==> src/rtl/lprsd_pkg.sv <==
// ----------------------------------------------------------------------------
// lprsd_pkg
// Shared types and constants of the raster stream decoder: event codes,
// command bytes and the result word carried from the decoder to the output
// register.
// ----------------------------------------------------------------------------
package lprsd_pkg;

  localparam int HEAD_DOTS_DEF = 1024;

  // command and argument bytes
  localparam logic [7:0] CMD_NUL     = 8'h00;
  localparam logic [7:0] CMD_FF      = 8'h0c;
  localparam logic [7:0] CMD_CTRLZ   = 8'h1a;
  localparam logic [7:0] CMD_ESC     = 8'h1b;
  localparam logic [7:0] CH_LOWER_I  = 8'h69;
  localparam logic [7:0] CH_AT       = 8'h40;
  localparam logic [7:0] CH_B        = 8'h42;
  localparam logic [7:0] CH_S        = 8'h53;
  localparam logic [7:0] CH_M        = 8'h4d;
  localparam logic [7:0] CH_LOWER_D  = 8'h64;
  localparam logic [7:0] CH_K        = 8'h4b;
  localparam logic [7:0] CH_R        = 8'h52;
  localparam logic [7:0] CH_G        = 8'h47;
  localparam logic [7:0] CH_Z        = 8'h5a;
  localparam logic [7:0] XFER_RASTER = 8'h01;
  localparam logic [7:0] COMP_PACKBITS = 8'h02;
  localparam logic [7:0] PB_RUN_BIT  = 8'h80;
  localparam logic [8:0] PB_RUN_BASE = 9'd257;

  localparam logic [15:0] BAUD_96   = 16'd96;
  localparam logic [15:0] BAUD_576  = 16'd576;
  localparam logic [15:0] BAUD_1152 = 16'd1152;

  localparam int HEIGHT_INIT = 128;

  typedef enum logic [3:0] {
    EV_RUN        = 4'd0,
    EV_ROW_END    = 4'd1,
    EV_BLANK_COL  = 4'd2,
    EV_COMP_SET   = 4'd3,
    EV_FORMFEED   = 4'd4,
    EV_CTRLZ      = 4'd5,
    EV_UNKNOWN    = 4'd6,
    EV_BAUD       = 4'd7,
    EV_MODE       = 4'd8,
    EV_MARGIN     = 4'd9,
    EV_EXPANDED   = 4'd10,
    EV_STATUS     = 4'd11,
    EV_INIT       = 4'd12,
    EV_NULL       = 4'd13,
    EV_BAD_XFER   = 4'd14
  } event_e;

  typedef struct packed {
    logic        valid;
    event_e      ev;
    logic [7:0]  data_byte;
    logic [7:0]  repeat_count;
    logic [15:0] value;
    logic [15:0] column;
    logic        row_end;
    logic        flagged;
  } res_t;

endpackage

==> src/rtl/lprsd_decode.sv <==
// ----------------------------------------------------------------------------
// lprsd_decode
// Parser state, row counters and the combinational decode of one stream byte
// into at most one result word.
// ----------------------------------------------------------------------------
module lprsd_decode #(
  parameter int HEAD_DOTS = lprsd_pkg::HEAD_DOTS_DEF
) (
  input  logic              clk_i,
  input  logic              rst_ni,
  input  logic              step_i,
  input  logic [7:0]        byte_i,
  output lprsd_pkg::res_t   res_o
);
  import lprsd_pkg::*;

  localparam int RowCap = HEAD_DOTS / 8;
  localparam int RFW    = $clog2(RowCap + 1);
  localparam int HW     = ($clog2(HEAD_DOTS + 1) > 8) ? $clog2(HEAD_DOTS + 1) : 8;
  localparam int CW     = (RFW > 8) ? RFW : 8;
  localparam int MW     = (HW > RFW + 3) ? HW : RFW + 3;

  typedef enum logic [17:0] {
    PH_TOP       = 18'h00001,
    PH_ESC       = 18'h00002,
    PH_ESC_I     = 18'h00004,
    PH_BAUD_LO   = 18'h00008,
    PH_BAUD_HI   = 18'h00010,
    PH_MODE      = 18'h00020,
    PH_MARGIN_LO = 18'h00040,
    PH_MARGIN_HI = 18'h00080,
    PH_EXPANDED  = 18'h00100,
    PH_XFER      = 18'h00200,
    PH_R_IDLE    = 18'h00400,
    PH_R_COMP    = 18'h00800,
    PH_R_LEN_LO  = 18'h01000,
    PH_R_LEN_HI  = 18'h02000,
    PH_R_PREFIX  = 18'h04000,
    PH_R_RUNVAL  = 18'h08000,
    PH_R_COPY    = 18'h10000,
    PH_R_RAW     = 18'h20000
  } phase_e;

  phase_e          phase_q, phase_d;
  logic            raw_mode_q, raw_mode_d;
  logic [15:0]     payload_left_q, payload_left_d;
  logic [7:0]      op_left_q, op_left_d;
  logic [7:0]      arg_low_q, arg_low_d;
  logic [RFW-1:0]  row_fill_q, row_fill_d;
  logic [HW-1:0]   image_height_q, image_height_d;
  logic [15:0]     column_q, column_d;

  logic [CW-1:0]   room, count_w, stored_w;
  logic [7:0]      run_count;
  logic            run_flag;
  logic [RFW-1:0]  fill_new, fill_sel;
  logic [MW-1:0]   fill_dots, height_ext;
  logic [HW-1:0]   height_closed;
  logic [15:0]     payload_dec, column_inc, arg_word;
  logic            payload_last;
  logic            run_op, row_end_op;
  res_t            res;

  // run storage against the row buffer
  assign run_count = (phase_q == PH_R_RUNVAL) ? op_left_q : 8'd1;
  assign room      = CW'(RowCap) - CW'(row_fill_q);
  assign count_w   = CW'(run_count);
  assign stored_w  = (count_w < room) ? count_w : room;
  assign run_flag  = (count_w > room);
  assign fill_new  = row_fill_q + RFW'(stored_w);

  always_comb begin
    case (phase_q)
      PH_R_RUNVAL, PH_R_COPY, PH_R_RAW: fill_sel = fill_new;
      PH_R_LEN_HI:                      fill_sel = '0;
      default:                          fill_sel = row_fill_q;
    endcase
  end

  // height after closing a row: max of height and 8 dots per byte
  assign fill_dots     = MW'(fill_sel) << 3;
  assign height_ext    = MW'(image_height_q);
  assign height_closed = HW'((fill_dots > height_ext) ? fill_dots : height_ext);

  assign payload_dec  = payload_left_q - 16'd1;
  assign payload_last = (payload_dec == 16'd0);
  assign column_inc   = (column_q != 16'hffff) ? column_q + 16'd1 : column_q;
  assign arg_word     = {byte_i, arg_low_q};

  always_comb begin
    phase_d        = phase_q;
    raw_mode_d     = raw_mode_q;
    payload_left_d = payload_left_q;
    op_left_d      = op_left_q;
    arg_low_d      = arg_low_q;
    row_fill_d     = row_fill_q;
    image_height_d = image_height_q;
    column_d       = column_q;
    run_op         = 1'b0;
    row_end_op     = 1'b0;
    res            = '0;
    res.ev         = EV_RUN;
    res.column     = column_q;

    case (phase_q)
      PH_TOP: begin
        res.valid = 1'b1;
        if (byte_i == CMD_NUL) begin
          res.ev = EV_NULL;
        end else if (byte_i == CMD_FF) begin
          res.ev = EV_FORMFEED;
        end else if (byte_i == CMD_CTRLZ) begin
          res.ev = EV_CTRLZ;
        end else if (byte_i == CMD_ESC) begin
          res.valid = 1'b0;
          phase_d   = PH_ESC;
        end else begin
          res.ev        = EV_UNKNOWN;
          res.data_byte = byte_i;
        end
      end
      PH_ESC: begin
        phase_d = PH_TOP;
        if (byte_i == CH_LOWER_I) begin
          phase_d = PH_ESC_I;
        end else if (byte_i == CH_AT) begin
          res.valid = 1'b1;
          res.ev    = EV_INIT;
        end else begin
          res.valid     = 1'b1;
          res.ev        = EV_UNKNOWN;
          res.data_byte = byte_i;
        end
      end
      PH_ESC_I: begin
        phase_d = PH_TOP;
        case (byte_i)
          CH_B:       phase_d = PH_BAUD_LO;
          CH_M:       phase_d = PH_MODE;
          CH_LOWER_D: phase_d = PH_MARGIN_LO;
          CH_K:       phase_d = PH_EXPANDED;
          CH_R:       phase_d = PH_XFER;
          CH_S: begin
            res.valid = 1'b1;
            res.ev    = EV_STATUS;
          end
          default: begin
            res.valid     = 1'b1;
            res.ev        = EV_UNKNOWN;
            res.data_byte = byte_i;
          end
        endcase
      end
      PH_BAUD_LO: begin
        arg_low_d = byte_i;
        phase_d   = PH_BAUD_HI;
      end
      PH_BAUD_HI: begin
        phase_d     = PH_TOP;
        res.valid   = 1'b1;
        res.ev      = EV_BAUD;
        res.value   = arg_word;
        res.flagged = !(arg_word == BAUD_96 || arg_word == BAUD_576 ||
                        arg_word == BAUD_1152);
      end
      PH_MODE: begin
        phase_d       = PH_TOP;
        res.valid     = 1'b1;
        res.ev        = EV_MODE;
        res.data_byte = byte_i;
      end
      PH_MARGIN_LO: begin
        arg_low_d = byte_i;
        phase_d   = PH_MARGIN_HI;
      end
      PH_MARGIN_HI: begin
        phase_d   = PH_TOP;
        res.valid = 1'b1;
        res.ev    = EV_MARGIN;
        res.value = arg_word;
      end
      PH_EXPANDED: begin
        phase_d       = PH_TOP;
        res.valid     = 1'b1;
        res.ev        = EV_EXPANDED;
        res.data_byte = byte_i;
      end
      PH_XFER: begin
        if (byte_i == XFER_RASTER) begin
          phase_d        = PH_R_IDLE;
          raw_mode_d     = 1'b0;
          row_fill_d     = '0;
          image_height_d = HW'(HEIGHT_INIT);
          column_d       = '0;
        end else begin
          phase_d       = PH_TOP;
          res.valid     = 1'b1;
          res.ev        = EV_BAD_XFER;
          res.data_byte = byte_i;
        end
      end
      PH_R_IDLE: begin
        if (byte_i == CH_M) begin
          phase_d = PH_R_COMP;
        end else if (byte_i == CH_G) begin
          phase_d = PH_R_LEN_LO;
        end else if (byte_i == CH_Z) begin
          res.valid = 1'b1;
          res.ev    = EV_BLANK_COL;
          column_d  = column_inc;
        end else if (byte_i == CMD_FF) begin
          phase_d   = PH_TOP;
          res.valid = 1'b1;
          res.ev    = EV_FORMFEED;
        end else if (byte_i == CMD_CTRLZ) begin
          phase_d   = PH_TOP;
          res.valid = 1'b1;
          res.ev    = EV_CTRLZ;
        end else begin
          res.valid     = 1'b1;
          res.ev        = EV_UNKNOWN;
          res.data_byte = byte_i;
        end
      end
      PH_R_COMP: begin
        raw_mode_d    = (byte_i != COMP_PACKBITS);
        phase_d       = PH_R_IDLE;
        res.valid     = 1'b1;
        res.ev        = EV_COMP_SET;
        res.data_byte = byte_i;
      end
      PH_R_LEN_LO: begin
        arg_low_d = byte_i;
        phase_d   = PH_R_LEN_HI;
      end
      PH_R_LEN_HI: begin
        payload_left_d = arg_word;
        row_fill_d     = '0;
        if (arg_word == 16'd0) begin
          row_end_op = 1'b1;
        end else begin
          phase_d = raw_mode_q ? PH_R_RAW : PH_R_PREFIX;
        end
      end
      PH_R_PREFIX: begin
        payload_left_d = payload_dec;
        if ((byte_i & PB_RUN_BIT) != 8'h00) begin
          op_left_d = 8'(PB_RUN_BASE - {1'b0, byte_i});
          phase_d   = PH_R_RUNVAL;
        end else begin
          op_left_d = byte_i + 8'd1;
          phase_d   = PH_R_COPY;
        end
        row_end_op = payload_last;
      end
      PH_R_RUNVAL: begin
        payload_left_d = payload_dec;
        phase_d        = PH_R_PREFIX;
        run_op         = 1'b1;
      end
      PH_R_COPY: begin
        payload_left_d = payload_dec;
        op_left_d      = op_left_q - 8'd1;
        phase_d        = (op_left_q == 8'd1) ? PH_R_PREFIX : PH_R_COPY;
        run_op         = 1'b1;
      end
      PH_R_RAW: begin
        payload_left_d = payload_dec;
        run_op         = 1'b1;
      end
      default: begin
        phase_d = PH_TOP;
      end
    endcase

    // row ends with no bytes left for a final run
    if (row_end_op) begin
      phase_d        = PH_R_IDLE;
      image_height_d = height_closed;
      column_d       = column_inc;
      res.valid      = 1'b1;
      res.ev         = EV_ROW_END;
      res.value      = 16'(height_closed);
      res.row_end    = 1'b1;
    end

    if (run_op) begin
      row_fill_d       = fill_new;
      res.valid        = 1'b1;
      res.ev           = EV_RUN;
      res.data_byte    = byte_i;
      res.repeat_count = 8'(stored_w);
      res.flagged      = run_flag;
      if (payload_last) begin
        phase_d        = PH_R_IDLE;
        image_height_d = height_closed;
        column_d       = column_inc;
        res.value      = 16'(height_closed);
        res.row_end    = 1'b1;
      end else begin
        res.value = 16'(fill_new);
      end
    end
  end

  assign res_o = res;

  always_ff @(posedge clk_i or negedge rst_ni) begin
    if (!rst_ni) begin
      phase_q        <= PH_TOP;
      raw_mode_q     <= 1'b0;
      payload_left_q <= '0;
      op_left_q      <= '0;
      arg_low_q      <= '0;
      row_fill_q     <= '0;
      image_height_q <= HW'(HEIGHT_INIT);
      column_q       <= '0;
    end else if (step_i) begin
      phase_q        <= phase_d;
      raw_mode_q     <= raw_mode_d;
      payload_left_q <= payload_left_d;
      op_left_q      <= op_left_d;
      arg_low_q      <= arg_low_d;
      row_fill_q     <= row_fill_d;
      image_height_q <= image_height_d;
      column_q       <= column_d;
    end
  end

`ifndef NO_ASSERTIONS
  a_fill_cap: assert property (@(posedge clk_i) disable iff (!rst_ni)
    row_fill_q <= RFW'(RowCap))
    else $error("row fill beyond row buffer");

  a_height_floor: assert property (@(posedge clk_i) disable iff (!rst_ni)
    image_height_q >= HW'(HEIGHT_INIT))
    else $error("image height below initial height");

  a_row_end_kind: assert property (@(posedge clk_i) disable iff (!rst_ni)
    step_i && res_o.valid && res_o.row_end |->
      (res_o.ev == EV_RUN || res_o.ev == EV_ROW_END))
    else $error("row end on a non-row word");

  a_overflow_full: assert property (@(posedge clk_i) disable iff (!rst_ni)
    step_i && res_o.valid && res_o.ev == EV_RUN && res_o.flagged |=>
      row_fill_q == RFW'(RowCap))
    else $error("truncated run left room in the row buffer");

  a_raster_entry: assert property (@(posedge clk_i) disable iff (!rst_ni)
    step_i && phase_q == PH_XFER && byte_i == XFER_RASTER |=>
      column_q == 16'd0 && image_height_q == HW'(HEIGHT_INIT) && phase_q == PH_R_IDLE)
    else $error("raster entry did not reset column and height");
`endif

endmodule

==> src/rtl/lprsd_out_reg.sv <==
// ----------------------------------------------------------------------------
// lprsd_out_reg
// Result register: holds one decoded word until the consumer takes it and
// reports when it can load the next one.
// ----------------------------------------------------------------------------
module lprsd_out_reg (
  input  logic            clk_i,
  input  logic            rst_ni,
  input  logic            load_i,
  input  lprsd_pkg::res_t res_i,
  input  logic            out_ready_i,
  output logic            free_o,
  output logic            valid_o,
  output lprsd_pkg::res_t res_o
);
  import lprsd_pkg::*;

  logic valid_q, valid_d;
  res_t data_q;

  assign free_o  = !valid_q || out_ready_i;
  assign valid_d = (load_i && res_i.valid) ? 1'b1 : (out_ready_i ? 1'b0 : valid_q);

  always_ff @(posedge clk_i or negedge rst_ni) begin
    if (!rst_ni) begin
      valid_q <= 1'b0;
    end else begin
      valid_q <= valid_d;
    end
  end

  always_ff @(posedge clk_i) begin
    if (load_i && res_i.valid) begin
      data_q <= res_i;
    end
  end

  assign valid_o = valid_q;
  assign res_o   = data_q;

endmodule

==> src/rtl/label_printer_raster_stream_decoder.sv <==
// ----------------------------------------------------------------------------
// label_printer_raster_stream_decoder
// Byte-serial decoder of a raster label-printer command stream: top-level
// commands, raster mode rows (raw or PackBits) reported as runs, blank
// columns and row ends.
//
// channel  direction  handshake                 payload
// in       sink       in_valid_i / in_ready_o   stream_byte_i
// out      source     out_valid_o / out_ready_i event_res_o, data_byte_o,
//                                               repeat_count_o, value_o,
//                                               column_o, row_end_o, flagged_o
//
// one byte per cycle unless the output stalls; a byte sits in the input register,
// is decoded combinationally and loaded into the result register, so a result
// shows after passing the input register and then the result register
// bytes that produce no word (escape prefixes, length bytes) pass silently
// a stalled output holds the input register; no other stall source
// rst_ni clears parser phase to top level and sets image height to 128
// ----------------------------------------------------------------------------
module label_printer_raster_stream_decoder #(
  parameter int HEAD_DOTS = lprsd_pkg::HEAD_DOTS_DEF
) (
  input  logic        clk_i,
  input  logic        rst_ni,
  input  logic        in_valid_i,
  output logic        in_ready_o,
  input  logic [7:0]  stream_byte_i,
  output logic        out_valid_o,
  input  logic        out_ready_i,
  output logic [3:0]  event_res_o,
  output logic [7:0]  data_byte_o,
  output logic [7:0]  repeat_count_o,
  output logic [15:0] value_o,
  output logic [15:0] column_o,
  output logic        row_end_o,
  output logic        flagged_o
);
  import lprsd_pkg::*;

  logic       in_valid_q, in_valid_d;
  logic [7:0] in_byte_q;
  logic       advance, out_free;
  res_t       dec_res, out_res;

  // decode the held byte once the result register can take its word
  assign advance    = in_valid_q && out_free;
  assign in_ready_o = !in_valid_q || advance;
  assign in_valid_d = (in_valid_i && in_ready_o) ? 1'b1 : (advance ? 1'b0 : in_valid_q);

  always_ff @(posedge clk_i or negedge rst_ni) begin
    if (!rst_ni) begin
      in_valid_q <= 1'b0;
    end else begin
      in_valid_q <= in_valid_d;
    end
  end

  always_ff @(posedge clk_i) begin
    if (in_valid_i && in_ready_o) begin
      in_byte_q <= stream_byte_i;
    end
  end

  lprsd_decode #(
    .HEAD_DOTS (HEAD_DOTS)
  ) u_decode (
    .clk_i  (clk_i),
    .rst_ni (rst_ni),
    .step_i (advance),
    .byte_i (in_byte_q),
    .res_o  (dec_res)
  );

  lprsd_out_reg u_out_reg (
    .clk_i       (clk_i),
    .rst_ni      (rst_ni),
    .load_i      (advance),
    .res_i       (dec_res),
    .out_ready_i (out_ready_i),
    .free_o      (out_free),
    .valid_o     (out_valid_o),
    .res_o       (out_res)
  );

  assign event_res_o    = out_res.ev;
  assign data_byte_o    = out_res.data_byte;
  assign repeat_count_o = out_res.repeat_count;
  assign value_o        = out_res.value;
  assign column_o       = out_res.column;
  assign row_end_o      = out_res.row_end;
  assign flagged_o      = out_res.flagged;

endmodule
==> config.mk <==
export PLATFORM = sky130hd
export DESIGN_NAME = label_printer_raster_stream_decoder
export DESIGN_NICKNAME = d
export VERILOG_FILES = /design/src/rtl/lprsd_pkg.sv /design/src/rtl/lprsd_decode.sv /design/src/rtl/lprsd_out_reg.sv /design/src/rtl/label_printer_raster_stream_decoder.sv
export SDC_FILE = /design/constraint.sdc
export NUM_CORES = 1
export LEC_CHECK = 0
export BUFFER_PORTS_ARGS = -buffer_cell sky130_fd_sc_hd__buf_2
export CAP_MARGIN = 20
export CORE_UTILIZATION = 40
export DETAILED_ROUTE_END_ITERATION = 16
export GPL_TIMING_DRIVEN = 0
export PLACE_DENSITY = 0.62
export SLEW_MARGIN = 20
export SYNTH_ARGS = -nofsm -noshare
export SYNTH_HDL_FRONTEND = slang
export SYNTH_SLANG_ARGS = --single-unit
==> constraint.sdc <==
create_clock -name clk_i -period 21.2 [get_ports clk_i]
set_clock_uncertainty 0.1 [all_clocks]
set_input_delay 2.12 -clock clk_i [delete_from_list [all_inputs] [get_ports clk_i]]
set_output_delay 2.12 -clock clk_i [all_outputs]
set_load 0.005 [all_outputs]
Word-level counts from Yosys, hierarchy flattened
Index checks and enable logic that the tools add are counted.

cells by class
  add/subtract/negate cells = 7
  $lt $le $gt $ge = 3
  equal/unequal tests = 40
  mux-type cells = 89
  reduce and logical (&&, ||, !) cells = 32

operators with widths
  cell                    count
  $mux W18                14
  $pmux W18 S14           1
  $mux W16                10
  $mux W8                 13
  $mux W11                9
  $eq A8 B7 Y1 const B    10
  $pmux W16 S2            2
  $mux W13                4
  $pmux W10 S5            1
  $pmux W5 S10            1
  $pmux W8 S2             3
  $pmux W8 S6             1
  $mux W37                1
  $mux W17                2
  $logic_not A16 Y1       2
  $eq A18 B1 Y1 const B   1
  $eq A18 B10 Y1 const B  1
  $eq A18 B11 Y1 const B  1
  $eq A18 B12 Y1 const B  1
  $eq A18 B13 Y1 const B  1
  $eq A18 B14 Y1 const B  1
  $eq A18 B15 Y1 const B  1
  $eq A18 B16 Y1 const B  1
  $eq A18 B17 Y1 const B  1
  other kinds (49)        88

storage, ports and cells
  bits in registers = 150
  bits of input ports = 12
  output and inout bits = 56
  word-level logic and storage cells = 190

Longest topological paths before layout
Gate-level depths: netlist of the first run.

  depth after elaboration = 12
  gate-level depth with buffers = 31
  mapped depth without buffers = 29

Cells and area by module
Synthesis of the first run repeated with hierarchy kept, for this count alone.

second synthesis, totals
  cell total of the unflattened synthesis = 976
  area total of the unflattened synthesis = 9137.5 um^2

modules (own cells, without submodules)
  module                               times used  cells an instance  area each (um^2)  seq. area each (um^2)
  lprsd_decode                         1           904                7124.3            2154.6
  lprsd_out_reg                        1           59                 1712.9            1676.6
  label_printer_raster_stream_decoder  1           13                 300.3             265.3

Least setup slack after synthesis of the first run
No wires, ideal clock.

  path kind = flip-flop to flip-flop
  start = register u_decode.phase_q[10]
  end = register u_out_reg.data_q (netlist bit u_out_reg.res_o[24]), data pin
  setup time = 0.152 ns
  data arrival time = 6.782 ns
  required time = 20.948 ns
  path slack = 14.166 ns
  cell stages (with the launch flop) = 32
  cell sequence = dfrtp_1 > or4_4 > buf_6 > nor4_4 > nand2_1 > nor2_1 > ha_1 > nand3_1 > a21boi_0 > or2_2 > nor2_1 > clkbuf_1 > nor2_1 > a21oi_1 > inv_1 > ha_1 > a211oi_1 > o21ai_0 > o31ai_1 > and3_1 > mux2i_1 > a21boi_0 > inv_1 > ha_1 > nand2_1 > a21oi_1 > a221o_1 > a21oi_1 > or2_2 > clkbuf_1 > o21ai_0 > o21ai_0

RTL lines
  what                      line                 RTL
  start: declaration        lprsd_decode.sv:44   phase_e phase_q, phase_d;
  start signal: assignment  lprsd_decode.sv:319  phase_q <= phase_d;
  end signal: assignment    lprsd_out_reg.sv:34  data_q <= res_i;
  end: declaration          lprsd_out_reg.sv:19  res_t data_q;

==> results.yml, run 1 <==
synthesis:
  ys_warn_count: 0
  synth_seq_cells: 150
  yosysSeqAreaShare_pct: 42.69
  synth-edff-count: 62
  synthCells: 1014
  syn_nets: 1063
  synthFlopType: "dfrtp_1"
  avgSynthCellArea_um2: 9.394
  synth_area_um2: 9525
  synth.distinct_cells: 93
  postSynth.asyncResetShare_pct: 58.67
sta:
  hold-worst-slack_ns: 0.3917
  period_share_pct: 42.96
  max_freq_ghz: 0.1098
  setup_violations: 0
  rsz0062_at_grt: "false"
  final-hold-violation-count: 0
  finalCriticalPeriod_ns: 9.108
  finalSetupTns_ns: 0
  worst_pin_slew_ns: 0.9126
  slew_viol_final: 0
  slew_headroom_pct: 39.00
cts:
  clock_insertion_delay_worst_skew_ns: 0.43
  postCtsSetupBuffers: 0
  path_clk_slew_ns: 0.06
  cts_hold_buf: 0
  cts.sinks: 150
  h-tree-depth: 4
  root_buffer: "clkbuf_16"
  cts_buffer_depth: 2
  cts_tree: "done"
  cts_inserted_buffers: 17
  post_cts_resized: 0
flow_run:
  maxCapViolCount: 0
hold_path:
  hold_start: "u_decode.height_ext[6]"
  holdPathStages: 1
  hold_class: "flip-flop to flip-flop"
  hold_end: "u_decode.height_ext[6]"
floorplan:
  io_pins: 68
  dieArea_um2: 24430
  fp-row-count: 56
  die-height_um: 156.3
  core_um2: 23400
  die_x_um: 156.3
  initial_utilization_pct: 40.70
run_status:
  violations: "DRC"
  status: "finished with violations"
setup_path:
  rrSetupSlack_ns: 12.09
  r2r_end: "u_out_reg.res_o[25]"
  r2r_start: "u_decode.phase_q[17]"
  start_kind: "flip-flop"
  crit_family: "compound AO/OA/AOI/OAI gates"
  cp-end-kind: "flip-flop"
  worst-path-buf-inv: 5
  worstPathMaxFanout: 10
  crit_path_top_delay_cell: "or4_1"
  worstSetupPathType: "flip-flop to flip-flop"
  cpPeakStageDelay_ns: 0.70
  crit_required_ns: 21.35
  reg2regPathDepth: 31
  arrival_ns: 9.26
finish:
  n_antenna_cell: 0
  drive_gt1_share_pct: 15.07
  synthToLayoutAreaGrowth_pct: 14.48
  layout.nets: 1151
global_route:
  grt_max_degree: 75
  grt_pass1_wl_mm: 44.57
  grtUsageTotal_pct: 23.96
  overflow: 0
  antenna_found_initial: 0
  grt_pass1_vias: 8057
drt:
  vias: 8507
  drt_iter0_markers: 815
  drt-total-wl_mm: 28.36
  drtPass1Iterations: 12
  ant_nets: 0
  drc: 1
  via_per_inst: 5.932
  wire_per_inst_um: 19.77
pwr:
  p_leak_nw: 4.445
  peakVddDrop_v: 0.00005660
  powerDensity_nw_per_um2: 91.47
place:
  post-dp-hpwl_mm: 20.97
  io_buffers: 67
  gp_congestion: 0.9368
sequential cells by signal, indices dropped and copies added (netlist names), 8 cells and up:
name and count:
in_byte_q 8, u_decode.arg_low_q 8, u_decode.column_q 16, u_decode.height_ext 11
u_decode.op_left_q 8, u_decode.payload_left_q 16, u_decode.phase_q 18, u_decode.row_fill_q 8
u_out_reg.res_o 54
layout make-up:
| class | count | area (um^2) |
|---|---|---|
| plain buffers | 46 | 230.2 |
| clock buffers | 21 | 450.4 |
| clock inverters | 11 | 126.4 |
| fillers | 2271 | 12500 |
| inverters | 39 | 146.4 |
| multi-input cells | 779 | 5096 |
| flip-flops and latches | 150 | 4066 |
| well taps | 319 | 399.1 |
| repair buffers | 69 | 389.1 |
Yosys cell counts (all sizes together) (7+ instances only):
cell type / number / area [um^2]
nor2: 68 / 279.0
a21oi: 59 / 299.0
xor2: 9 / 78.83
o2bb2ai: 9 / 85.08
buf: 15 / 113.9
inv: 39 / 146.4
nor3: 34 / 180.2
o21ai: 100 / 508.0
a31oi: 19 / 118.9
and2: 19 / 118.9
a22o: 9 / 78.83
mux2: 9 / 101.4
or3: 13 / 81.33
nand3: 36 / 185.2
nor2b: 14 / 87.58
nand2: 94 / 355.3
nand2b: 8 / 50.05
o211ai: 7 / 52.55
mux2i: 12 / 120.1
o31ai: 18 / 158.9
nor3b: 8 / 60.06
nor4b: 7 / 67.56
nand4: 29 / 193.9
clkbuf: 31 / 116.4
xnor2: 10 / 87.58
or4: 12 / 105.1
edfxtp: 62 / 1862
ha: 36 / 450.4
dfrtp: 86 / 2152
and3: 18 / 113.9
nor4: 22 / 201.5
per-layer routing:
layer  global-route usage [%]  up-vias  wire length (um)
met1                    32.95     4098             12730
met3                    2.880       56              1630
met2                    38.65      319             13270
li1                         -     4034                 -
met5                        0        -                 0
met4                    8.824        0               722
how the worst max path moves through the flow:
stage | from | end | slack (ns) | depth (start not counted)
6_report | u_decode.phase_q[17] | u_out_reg.res_o[25] | 12.09 | 31
5_1_grt | u_decode.phase_q[16] | u_out_reg.res_o[22] | 11.24 | 31
4_1_cts | u_decode.phase_q[17] | u_out_reg.res_o[25] | 12.16 | 31
3_5_place_dp | u_decode.phase_q[17] | u_out_reg.res_o[25] | 12.27 | 31
3_3_place_gp | u_decode.phase_q[17] | u_out_reg.res_o[25] | 12.32 | 31
2_1_floorplan | u_decode.phase_q[10] | u_out_reg.res_o[24] | 14.17 | 31
stage by stage:
stage / power, mW / setup WS (ns) / instance area, um^2 / instances / util [%]
after floorplan: 0.5963 / 14.17 / 9525 / 1014 / -
after global placement: 0.6885 / 12.32 / 10260 / 1400 / 43.84
after detailed placement: 0.6912 / 12.27 / 10320 / 1402 / 44.08
after CTS: 0.9956 / 12.16 / 10890 / 1434 / 46.55
after global routing: 1.053 / 11.24 / 10900 / 1434 / 46.59
final: 0.9974 / 12.09 / 10900 / 1434 / 46.59
power breakdown:
part	switching (mW)	total [mW]	internal, mW
Combinational	0.200	0.321	0.121
Clock	0.126	0.303	0.177
Sequential	0.0350	0.374	0.339
Total	0.360	0.997	0.637
cell families (layout without fill, tap and decap cells):
kind of cell	count (synthesis)	count (layout)	share of synthesized area, %
simple gates	411	411	24.38
compound gates	291	291	19.97
flops	150	150	42.69
buf+inv	85	186	3.954
fa+ha+maj	37	37	4.939
mux	21	21	2.325
xor+xnor	19	19	1.747
cells in the final DEF (no fill, tap or decap), types with 7 or more instances in the layout:
cell type	instances
o21ai_0	94
nand2_1	93
dfrtp_1	86
buf_2	70
nor2_1	66
edfxtp_1	62
a21oi_1	58
inv_1	38
ha_1	36
nand3_1	35
clkbuf_1	34
nor3_1	32
nand4_1	27
a31oi_1	19
and2_1	18
and3_1	17
clkbuf_16	17
nor4_1	15
nor2b_1	14
o31ai_1	14
or3_1	13
mux2i_1	12
xnor2_1	10
xor2_1	9
mux2_2	9
a22o_1	9
buf_6	8
or4_1	8
nand2b_1	8
nor3b_1	8
o2bb2ai_1	8
o211ai_1	7
worst register-to-register path: cells and delay by family (launching register included):
family,cells,cell delay (ns)
AO/OA/AOI/OAI,11,3.21
adder cells (fa/ha/maj),3,0.91
buffers and inverters,5,1.16
flip-flops,1,0.36
multiplexers,1,0.15
AND/OR/NAND/NOR,11,3.05
No activity file was read; power rests on OpenSTA's default activity.
==> inputs of run 2 (changes only) <==
clock period = 8.41 ns   (was 21.2 ns; I/O delays follow)
==> run 2 against run 1 <==
Compared with the run above:
- the run now ends clean
- critical path depth unchanged
- critical path type unchanged
- sequential share of layout area is 0.23 points lower
- die area did not move
- worst setup slack lost 12 ns
- register-to-register slack worse by 12 ns
- sequential power increased to 2.5 times the previous value
- utilization increased by 0.29 points
- non-clock buffer count grew 5
- hold slack got worse by 0.27 ns
- combinational power rose to 2.5 times the previous value
- global-route usage barely moved
- sequential cell count unchanged
- largest power group unchanged
==> results.yml, run 2 (synthesis gave the netlist of run 1 again) <==
pwr:
  peakVddDrop_v: 0.0001433
  clkPwrFrac_pct: 30.3
  p_sw_mw: 0.9105
  p_leak_nw: 4.471
  p_comb_share_pct: 32.3
  p_int_mw: 1.607
  powerDensity_nw_per_um2: 229.5
  p_sw_share_pct: 36.17
  p_seq_share_pct: 37.4
cts:
  clock_insertion_delay_worst_skew_ns: 0.43
  cts.sinks: 150
  cts_hold_buf: 0
  cts_inserted_buffers: 17
  cts_buffer_depth: 2
  root_buffer: "clkbuf_16"
  h-tree-depth: 4
  cts_tree: "done"
  path_clk_slew_ns: 0.07
drt:
  drt_iter0_markers: 800
  via_per_inst: 5.969
  vias: 8590
  drt-total-wl_mm: 28.55
  drtPass1Iterations: 6
  ant_nets: 0
  drc: 0
  wire_per_inst_um: 19.84
hold_path:
  hold_class: "input port to async pin"
sta:
  hold-worst-slack_ns: 0.1261
  slew_viol_final: 0
  slew_headroom_pct: 39.84
  worst_pin_slew_ns: 0.9002
  finalCriticalPeriod_ns: 7.923
  final-hold-violation-count: 0
  setup_violations: 0
  max_freq_ghz: 0.1262
  period_share_pct: 94.21
place:
  post-dp-hpwl_mm: 20.97
  gp_congestion: 0.9368
  io_buffers: 67
  place_area_um2: 10320
finish:
  layout_commonest_cell: "o21ai_0"
  fin_area_um2: 10970
  num-fill-cells: 2269
  largest_register_ffs: 54
  drive_gt1_share_pct: 16.25
  n_antenna_cell: 0
  final_cell_mix: "o21ai_0, nand2_1, dfrtp_1, buf_2, nor2_1"
  synthToLayoutAreaGrowth_pct: 15.18
  layout.nets: 1156
floorplan:
  dieArea_um2: 24430
  initial_utilization_pct: 40.70
  io_pins: 68
  core_um2: 23400
  die-height_um: 156.3
  fp-row-count: 56
  die_x_um: 156.3
run_status:
  status: "finished, final reports clean"
setup_path:
  cpPeakStageDelay_ns: 0.63
  reg2regPathDepth: 31
  rrSetupSlack_ns: 0.49
  worstPathMaxFanout: 12
  crit_family: "simple AND/OR/NAND/NOR gates"
  worst-path-buf-inv: 5
  worstSetupPathType: "flip-flop to flip-flop"
  start_kind: "flip-flop"
  arrival_ns: 8.00
  crit_required_ns: 8.48
  crit_path_top_delay_cell: "or4_4"
  r2r_start: "u_decode.phase_q[17]"
  r2r_end: "u_out_reg.res_o[18]"
  cp-end-kind: "flip-flop"
global_route:
  overflow: 0
  grt_max_degree: 75
  grtUsageTotal_pct: 24.00
  grt_pass1_vias: 8055
  grt_pass1_wl_mm: 44.65
  antenna_found_initial: 0
flow_run:
  maxCapViolCount: 0
## run 2: worst max path at each step
stage / start / endpoint / slack, ns / cells after the start
detailed placement: u_decode.phase_q[17] / u_out_reg.res_o[25] / -0.52 / 31
finish: u_decode.phase_q[17] / u_out_reg.res_o[18] / 0.49 / 31
CTS: u_decode.phase_q[17] / u_out_reg.res_o[18] / 0.04 / 30
global route: u_decode.phase_q[17] / u_out_reg.res_o[22] / -0.1 / 31
floorplan: u_decode.phase_q[10] / u_out_reg.res_o[24] / 1.38 / 31
global placement: u_decode.phase_q[17] / u_out_reg.res_o[25] / -0.47 / 31
## run 2: layout make-up
class,count,area [um^2],area share (%)
plain buffers,45,227.7,2.075
flip-flops and latches,150,4066,37.06
repair buffers,75,434.2,3.957
clock buffers,21,450.4,4.105
clock inverters,11,126.4,1.152
well taps,319,399.1,3.638
inverters,39,146.4,1.334
multi-input cells,779,5121,46.68
## run 2: metal layers
metal	global-route usage [%]	vias up	routed length (um)
li1	-	4035	-
met1	32.92	4177	12890
met4	8.870	0	797
met2	38.71	315	13300
met5	0	-	0
met3	3.019	63	1561
## run 2: timing repair
action,4_1_cts,5_1_grt
setup endpoints to repair,18,21
gates resized for setup,4,6
setup buffers,0,6
pin swaps,0,3
## run 2: power by group through the flow
stage	Combinational (mW)	Sequential, mW	Clock (mW)
after floorplan	0.571	0.932	0
after global placement	0.781	0.954	0
after detailed placement	0.790	0.952	0
after CTS	0.800	0.940	0.773
after global routing	0.904	0.954	0.799
final	0.812	0.942	0.763
## run 2: per-stage QoR
step	power [mW]	instances	setup slack, ns	utilization [%]	TNS [ns]
3_5_place_dp	1.742	1402	-0.5230	44.08	-6.120
3_3_place_gp	1.736	1400	-0.4687	43.84	-4.684
4_1_cts	2.513	1433	0.03805	46.60	0
5_1_grt	2.657	1439	-0.09534	46.88	-0.2875
2_1_floorplan	1.503	1014	1.376	-	0
6_report	2.518	1439	0.4871	46.88	0
